## src/rtl/core/urpd_pkg.sv

```systemverilog
// Shared constants and types of the UART receiver with PWM duty output.
package urpd_pkg;

  localparam int DataBits   = 8;
  localparam int TickWidth  = 16;
  localparam int IdxW       = $clog2(DataBits + 1);
  localparam int PosW       = $clog2(DataBits);
  localparam int CfgW       = 16;
  localparam int DutyW      = 7;
  localparam int ByteW      = 8;

  localparam logic [DutyW-1:0] DutyMax = DutyW'(100);

  // duty * period / 100 is done as period * (duty * ceil(2^30 / 100)) >> 30,
  // which is exact for every duty up to 100 and every 16-bit period.
  localparam int            ScaleShift = 30;
  localparam int            RecipW     = 24;
  localparam logic [RecipW-1:0] ScaleRecip = RecipW'(((64'd1 << ScaleShift) + 64'd99) / 64'd100);
  localparam int            ScaleW     = DutyW + RecipW;

  // Configuration register indexes.
  localparam logic [1:0] CfgHalfBit = 2'd0;
  localparam logic [1:0] CfgBit     = 2'd1;
  localparam logic [1:0] CfgPeriod  = 2'd2;

  typedef struct packed {
    logic             done;
    logic             err;
    logic [ByteW-1:0] value;
  } rx_result_t;

  typedef struct packed {
    logic             valid;
    logic [DutyW-1:0] pct;
  } duty_upd_t;

endpackage

```

## src/rtl/core/urpd_rx.sv

```systemverilog
// Serial frame receiver: start edge detect, half-bit realignment, bit sampling, stop-bit check.
module urpd_rx (
  input  logic                              clk_i,
  input  logic                              rst_ni,
  input  logic                              step_i,
  input  logic                              rx_i,
  input  logic [urpd_pkg::CfgW-1:0]         half_bit_ticks_i,
  input  logic [urpd_pkg::CfgW-1:0]         bit_ticks_i,
  output urpd_pkg::rx_result_t              res_o,
  output urpd_pkg::duty_upd_t               duty_o
);

  localparam logic [1:0] PhIdle = 2'd0;
  localparam logic [1:0] PhHalf = 2'd1;
  localparam logic [1:0] PhBits = 2'd2;

  logic [1:0]                         phase_q, phase_d;
  logic                               prev_q, prev_d;
  logic [urpd_pkg::TickWidth-1:0]     tick_q, tick_d;
  logic [urpd_pkg::IdxW-1:0]          idx_q, idx_d;
  logic [urpd_pkg::ByteW-1:0]         shift_q, shift_d;
  logic [urpd_pkg::TickWidth-1:0]     tick_inc;
  logic [urpd_pkg::TickWidth-1:0]     half_lim;
  logic [urpd_pkg::TickWidth-1:0]     bit_lim;
  logic [urpd_pkg::ByteW-1:0]         rx_bit;

  assign tick_inc = tick_q + urpd_pkg::TickWidth'(1);
  assign half_lim = (half_bit_ticks_i == '0) ? urpd_pkg::TickWidth'(1)
                                             : urpd_pkg::TickWidth'(half_bit_ticks_i);
  assign bit_lim  = (bit_ticks_i == '0) ? urpd_pkg::TickWidth'(1)
                                        : urpd_pkg::TickWidth'(bit_ticks_i);
  assign rx_bit   = urpd_pkg::ByteW'(rx_i) << idx_q[urpd_pkg::PosW-1:0];

  always_comb begin
    phase_d   = phase_q;
    tick_d    = tick_q;
    idx_d     = idx_q;
    shift_d   = shift_q;
    prev_d    = rx_i;
    res_o     = '0;
    duty_o    = '0;
    unique case (phase_q)
      PhIdle: begin
        if (prev_q && !rx_i) begin
          phase_d = PhHalf;
          tick_d  = '0;
          idx_d   = '0;
          shift_d = '0;
        end
      end
      PhHalf: begin
        tick_d = tick_inc;
        if (tick_inc >= half_lim) begin
          phase_d = PhBits;
          tick_d  = '0;
        end
      end
      PhBits: begin
        tick_d = tick_inc;
        if (tick_inc >= bit_lim) begin
          tick_d = '0;
          if (idx_q < urpd_pkg::IdxW'(urpd_pkg::DataBits)) begin
            shift_d = shift_q | rx_bit;
            idx_d   = idx_q + urpd_pkg::IdxW'(1);
          end else begin
            if (rx_i) begin
              res_o.done   = 1'b1;
              res_o.value  = shift_q;
              duty_o.valid = 1'b1;
              duty_o.pct   = (shift_q > urpd_pkg::ByteW'(urpd_pkg::DutyMax))
                             ? urpd_pkg::DutyMax : urpd_pkg::DutyW'(shift_q);
            end else begin
              res_o.err = 1'b1;
            end
            phase_d = PhIdle;
            idx_d   = '0;
          end
        end
      end
      default: begin
        phase_d = PhIdle;
      end
    endcase
  end

  always_ff @(posedge clk_i or negedge rst_ni) begin
    if (!rst_ni) begin
      phase_q <= PhIdle;
      prev_q  <= 1'b1;
      tick_q  <= '0;
      idx_q   <= '0;
      shift_q <= '0;
    end else if (step_i) begin
      phase_q <= phase_d;
      prev_q  <= prev_d;
      tick_q  <= tick_d;
      idx_q   <= idx_d;
      shift_q <= shift_d;
    end
  end

endmodule

```

## src/rtl/core/urpd_pwm.sv

```systemverilog
// PWM generator: period counter, on-time latch and scaled duty register.
module urpd_pwm (
  input  logic                       clk_i,
  input  logic                       rst_ni,
  input  logic                       step_i,
  input  logic [urpd_pkg::CfgW-1:0]  period_ticks_i,
  input  urpd_pkg::duty_upd_t        duty_i,
  output logic                       level_o
);

  localparam int CntW  = urpd_pkg::CfgW;
  localparam int ProdW = CntW + urpd_pkg::ScaleW;

  logic [urpd_pkg::ScaleW-1:0] scale_q, scale_d;
  logic [CntW-1:0]             cnt_q, cnt_d;
  logic [CntW-1:0]             on_q, on_d;
  logic [CntW-1:0]             period;
  logic [ProdW-1:0]            prod;
  logic [CntW-1:0]             on_calc;
  logic [CntW-1:0]             cnt_inc;

  assign period  = (period_ticks_i == '0) ? CntW'(1) : period_ticks_i;
  // Duty is held pre-multiplied by the reciprocal of 100, so the on-time
  // needs only one multiply by the period here.
  assign prod    = ProdW'(period) * ProdW'(scale_q);
  assign on_calc = prod[urpd_pkg::ScaleShift +: CntW];
  assign on_d    = (cnt_q == '0) ? on_calc : on_q;
  assign level_o = (cnt_q < on_d);
  assign cnt_inc = cnt_q + CntW'(1);
  assign cnt_d   = (cnt_inc >= period) ? '0 : cnt_inc;
  assign scale_d = duty_i.valid
                   ? urpd_pkg::ScaleW'(duty_i.pct) * urpd_pkg::ScaleW'(urpd_pkg::ScaleRecip)
                   : scale_q;

  always_ff @(posedge clk_i or negedge rst_ni) begin
    if (!rst_ni) begin
      scale_q <= '0;
      cnt_q   <= '0;
      on_q    <= '0;
    end else if (step_i) begin
      scale_q <= scale_d;
      cnt_q   <= cnt_d;
      on_q    <= on_d;
    end
  end

endmodule

```

## src/rtl/core/uart_rx_pwm_duty_controller.sv

```systemverilog
// Top level of the UART 8N1 receiver that sets the duty of a PWM output.
//
// Usage: every input word on the in channel (in_valid_i / in_ready_o) is one
// sample tick of the serial receive line, rx_level_i, idle high. For every
// accepted word the block returns exactly one output word on the out channel
// (out_valid_o / out_ready_i) carrying the PWM pin level for that tick, a
// byte_done flag with the received byte, and a frame_error flag. A received
// byte becomes the PWM duty in percent, saturated at 100, from the next period.
// A word is held in the input register and is then processed into the output
// register, from which its result is shown. Throughput is one word per cycle
// while the out channel does not stall, set by one pass through the receiver
// and PWM logic, whose longest path is the on-time multiply.
// Configuration: cfg_we_i writes cfg_data_i to register cfg_idx_i at once
// (0 half-bit ticks, 1 bit ticks, 2 PWM period ticks); an unused index is
// ignored. A register written as zero behaves as one.
// Reset restores the register defaults (48, 97, 300), idles the receiver,
// zeroes the duty and empties both pipeline registers. When the out channel
// stalls, the result holds, the input register takes one more word and then
// in_ready_o drops, so no word is lost or repeated.
module uart_rx_pwm_duty_controller (
  input  logic                             clk_i,
  input  logic                             rst_ni,
  input  logic                             in_valid_i,
  output logic                             in_ready_o,
  input  logic                             rx_level_i,
  output logic                             out_valid_o,
  input  logic                             out_ready_i,
  output logic                             pwm_level_o,
  output logic                             byte_done_o,
  output logic [urpd_pkg::ByteW-1:0]       byte_value_o,
  output logic                             frame_error_o,
  input  logic                             cfg_we_i,
  input  logic [1:0]                       cfg_idx_i,
  input  logic [urpd_pkg::CfgW-1:0]        cfg_data_i
);

  // Configuration registers.
  logic [urpd_pkg::CfgW-1:0] half_q, bit_q, period_q;

  // Input register stage.
  logic s1_valid_q, s1_valid_d;
  logic s1_rx_q;
  logic advance;

  // Output register stage.
  logic                        out_valid_q, out_valid_d;
  logic                        pwm_q;
  urpd_pkg::rx_result_t        res_q;

  urpd_pkg::rx_result_t        rx_res;
  urpd_pkg::duty_upd_t         duty_upd;
  logic                        pwm_level;

  // The tick held in the input register is processed when the output
  // register is empty or being drained in this cycle.
  assign advance    = s1_valid_q && (!out_valid_q || out_ready_i);
  assign in_ready_o = !s1_valid_q || advance;

  assign s1_valid_d  = (in_valid_i && in_ready_o) ? 1'b1 : (advance ? 1'b0 : s1_valid_q);
  assign out_valid_d = advance ? 1'b1 : (out_ready_i ? 1'b0 : out_valid_q);

  always_ff @(posedge clk_i or negedge rst_ni) begin
    if (!rst_ni) begin
      half_q   <= urpd_pkg::CfgW'(48);
      bit_q    <= urpd_pkg::CfgW'(97);
      period_q <= urpd_pkg::CfgW'(300);
    end else if (cfg_we_i) begin
      unique case (cfg_idx_i)
        urpd_pkg::CfgHalfBit: half_q   <= cfg_data_i;
        urpd_pkg::CfgBit:     bit_q    <= cfg_data_i;
        urpd_pkg::CfgPeriod:  period_q <= cfg_data_i;
        default: begin
        end
      endcase
    end
  end

  always_ff @(posedge clk_i or negedge rst_ni) begin
    if (!rst_ni) begin
      s1_valid_q  <= 1'b0;
      out_valid_q <= 1'b0;
    end else begin
      s1_valid_q  <= s1_valid_d;
      out_valid_q <= out_valid_d;
    end
  end

  // Payload registers: no reset needed.
  always_ff @(posedge clk_i) begin
    if (in_valid_i && in_ready_o) begin
      s1_rx_q <= rx_level_i;
    end
    if (advance) begin
      pwm_q <= pwm_level;
      res_q <= rx_res;
    end
  end

  urpd_rx u_rx (
    .clk_i            (clk_i),
    .rst_ni           (rst_ni),
    .step_i           (advance),
    .rx_i             (s1_rx_q),
    .half_bit_ticks_i (half_q),
    .bit_ticks_i      (bit_q),
    .res_o            (rx_res),
    .duty_o           (duty_upd)
  );

  urpd_pwm u_pwm (
    .clk_i          (clk_i),
    .rst_ni         (rst_ni),
    .step_i         (advance),
    .period_ticks_i (period_q),
    .duty_i         (duty_upd),
    .level_o        (pwm_level)
  );

  assign out_valid_o   = out_valid_q;
  assign pwm_level_o   = pwm_q;
  assign byte_done_o   = res_q.done;
  assign byte_value_o  = res_q.value;
  assign frame_error_o = res_q.err;

endmodule

```

## config.mk

```make
export PLATFORM = sky130hd
export DESIGN_NAME = uart_rx_pwm_duty_controller
export DESIGN_NICKNAME = d
export VERILOG_FILES = /design/src/rtl/core/urpd_pkg.sv /design/src/rtl/core/urpd_rx.sv /design/src/rtl/core/urpd_pwm.sv /design/src/rtl/core/uart_rx_pwm_duty_controller.sv
export SDC_FILE = /design/constraint.sdc
export NUM_CORES = 2
export LEC_CHECK = 0
export BUFFER_PORTS_ARGS = -buffer_cell sky130_fd_sc_hd__buf_2
export CORE_MARGIN = 3
export CORE_UTILIZATION = 35
export DETAILED_ROUTE_END_ITERATION = 6
export SLEW_MARGIN = 5
export SYNTH_ARGS = -nofsm -noshare
export SYNTH_HDL_FRONTEND = slang
export SYNTH_SLANG_ARGS = --single-unit
```

## constraint.sdc

```tcl
create_clock -name clk_i -period 10.6 [get_ports clk_i]
set_input_delay 2.12 -clock clk_i [delete_from_list [all_inputs] [get_ports clk_i]]
set_output_delay 2.12 -clock clk_i [all_outputs]
set_load 0.05 [all_outputs]
```

==> metrics.cfg <==
[sta]
fmax_ghz = 0.1149
setup_viol = 0
relSlewSlack_pct = 12.84
tightestPinTransition_ns = 1.307
worst_slack_ns = 1.895
period_needed_ns = 8.705
min_period_over_period_pct = 82.13
finalSetupTns_ns = 0
hold_viol_final = 0
finClkSkew_ns = 0.02143
finalMaxSlewViolations = 0
rsz0062_at_grt = no

[clock_network]
cts_made_buffers = 17
clock_sinks = 156
tritoncts = yes
cts_max_level = 4
path_clk_slew_ns = 0.07
insertion_delay_ns = 0.47
ctsResizeCount = 0
root_buffer = clkbuf_16
clockBufferDepth = 2
cts_hold_buf = 0
post-cts-setup-buffers = 0

[job]
drv_cap = 0

[synth]
netlist.top_cell.by_area = fa_1
synth_commonest_cells = inv_1, nand2_1, fa_1
synth_nets = 3612
synth_area_leaders = fa_1, dfrtp_1, ha_1
syn_area_um2 = 26090
syn_avg_cell_area_um2 = 9.017
ys_ff_latch = 156
netlist_instances = 2893
synth_ff_type = dfrtp_1
ys_async_sr_fraction_pct = 92.31
yosysSeqAreaShare_pct = 15.24
yosys_warnings = 0
yosysUniqueCellTypes = 70
netlist.area_leader.share_pct = 33.00
synth_edf_count = 12
synth.most_common_cell = inv_1

[placement]
placed_area_um2 = 27150
gp_congestion = 0.8540
dp_hpwl_um = 49090
pre_cts_slack_ns = 1.941
portBuffers = 36

[setup_path]
required_ns = 10.79
cp.arrival_ns = 8.90
worstReg2RegStart = period_q[4]
crit_type = reg2reg
critical_path_peak_fanout = 34
endpoint_kind = flip-flop
start_kind = flip-flop
reg2reg_depth = 27
r2r-end = pwm_level_o
regToRegSetupSlack_ns = 1.89

[hold_path]
whs_path_depth = 2
min-delay-start = u_rx.prev_q
hold_end = u_rx.prev_q
worstHoldPathType = reg2reg

[power_and_ir_drop]
power.density_nw_per_um2 = 71.65
p_sw_share_pct = 39.57
p_sw_w = 0.0007869
pwr-share-seq_pct = 43.0
power_frac_clock_pct = 31.5
power_frac_comb_pct = 25.5
peakVddDrop_mv = 0.09278
finalPower_w = 0.001989
leakage_nw = 14.49
internal-power_w = 0.001202

[cells_and_area]
finish.instance_area_um2 = 27750
final_layout_size_suffix_gt1_share_pct = 6.261
antenna-diode-count = 0
area_growth_pct = 6.399
fin_nets = 3565
n_fill_cell = 7393

[routing]
vias_per_cell = 4.949
drtAntennaViolNets = 0
drtPass1Iterations = 5
drt-initial-drc-count = 1088
drt_wl_total_um = 63730
wl_per_cell_um = 16.69
num_vias = 18900
drc = 0

[floorplanning]
num_io_pins = 37
rows = 99
design.core.area_um2 = 73450
start_util_pct = 35.51
dieArea_um2 = 77840
die_h_um = 279
die_w_um = 279

[global_route]
grt_use_total_pct = 16.99
grt_antenna_before_repair = 1
grt_overflow = 0
grt_max_degree = 90
grt_pass1_vias = 19810
grt_pass1_wl_um = 106100

[outcome]
outcome = complete, no violations

==> routing by layer <==
metal	global-route usage (%)	vias to the layer above	wire, um
met5	0	-	0
met4	3.852	0	1069
met3	2.216	59	3395
met2	28.21	475	30260
met1	23.73	9484	29010
li1	-	8877	-
==> cells in the final DEF (no fill, tap or decap), drive strengths merged, types with 15 or more instances in the layout <==
| master | synthesis | routed |
|---|---|---|
| inv | 590 | 598 |
| nand2 | 501 | 501 |
| fa | 430 | 430 |
| ha | 265 | 265 |
| and2 | 168 | 168 |
| dfrtp | 134 | 134 |
| o21ai | 106 | 106 |
| a21oi | 64 | 64 |
| buf | 8 | 61 |
| a21o | 53 | 53 |
| mux2 | 50 | 50 |
| xnor2 | 48 | 48 |
| nor2 | 46 | 46 |
| nand3 | 31 | 31 |
| xor2 | 23 | 23 |
| nand2b | 23 | 23 |
| clkbuf | 119 | 17 |
| nor4 | 16 | 16 |
| nand4 | 15 | 15 |
| nor3 | 15 | 15 |
==> kinds of logic after synthesis <==
logic type | share of synthesized area (%)
AOI/OAI and AO/OA | 8.034
muxes | 2.696
DFF | 15.24
adders and majority gates | 45.71
xor gates and xnor gates | 2.384
and+or+nand+nor | 15.47
buffers and inverters | 10.46
==> critical path, stage by stage (launching register included) <==
cell,delay [ns]
dfrtp_1,1.21
nand2_1,0.19
fa_1,0.60
inv_1,0.05
fa_1,0.47
inv_1,0.05
fa_1,0.50
inv_1,0.05
fa_1,0.48
fa_1,0.48
inv_1,0.05
fa_1,0.53
inv_1,0.04
ha_1,0.32
a21oi_1,0.27
o211ai_1,0.16
a211oi_1,0.51
o2111ai_1,0.42
a41oi_1,0.52
o21ai_1,0.17
a21oi_1,0.21
xnor2_1,0.16
mux2i_1,0.10
ha_1,0.31
nand4_1,0.10
a211o_1,0.30
nor2_1,0.10
a211oi_1,0.08
==> flip-flops by register name, indices dropped and copies added, names as in the netlist <==
register and count:
half_q 16, s1_rx_q 1, byte_done_o 1, out_valid_o 1, u_rx.phase_q 2, period_q 16
u_pwm.cnt_q 16, bit_q 16, byte_value_o 8, s1_valid_q 1, u_rx.idx_q 4, u_rx.tick_q 16
u_rx.shift_q 8, u_rx.prev_q 1, u_pwm.scale_q 31, frame_error_o 1, u_pwm.on_q 16, pwm_level_o 1
==> final cells by class <==
class / count / area, um^2 / share of cell area, %
repair buffers: 61 / 374.1 / 1.348
clock inverters: 15 / 173.9 / 0.6266
inverters: 590 / 2215 / 7.979
flip-flops and latches: 156 / 3980 / 14.34
multi-input cells: 2020 / 19390 / 69.85
clock buffers: 17 / 425.4 / 1.533
well taps: 959 / 1200 / 4.323
==> power groups by stage <==
stage                     Sequential, W  Combinational, W  Clock, W
after floorplan                0.000762          0.000391         0
after global placement         0.000865          0.000500         0
after detailed placement       0.000865          0.000507         0
after CTS                      0.000854          0.000510  0.000641
after global routing           0.000870          0.000573  0.000663
final                          0.000855          0.000508  0.000626
==> how the worst max path moves through the flow <==
stage                                   end            from  cells past startpoint
after floorplan                 pwm_level_o     period_q[8]                     29
after global placement    u_pwm.scale_q[23]  u_rx.tick_q[0]                     28
after detailed placement        pwm_level_o     period_q[4]                     27
after CTS                       pwm_level_o     period_q[4]                     27
after global routing      u_pwm.scale_q[23]  u_rx.tick_q[0]                     28
final                           pwm_level_o     period_q[4]                     27
==> per-stage QoR <==
| step | hold WS (ns) | instances | utilization [%] |
|---|---|---|---|
| 2_1_floorplan | 0.4392 | 2893 | - |
| 3_3_place_gp | 0.4491 | 3786 | 36.97 |
| 3_5_place_dp | 0.4580 | 3786 | 36.97 |
| 4_1_cts | 0.4657 | 3818 | 37.78 |
| 5_1_grt | 0.4930 | 3818 | 37.78 |
| 6_report | 0.4638 | 3818 | 37.78 |
(Power assumes the default switching activity.)
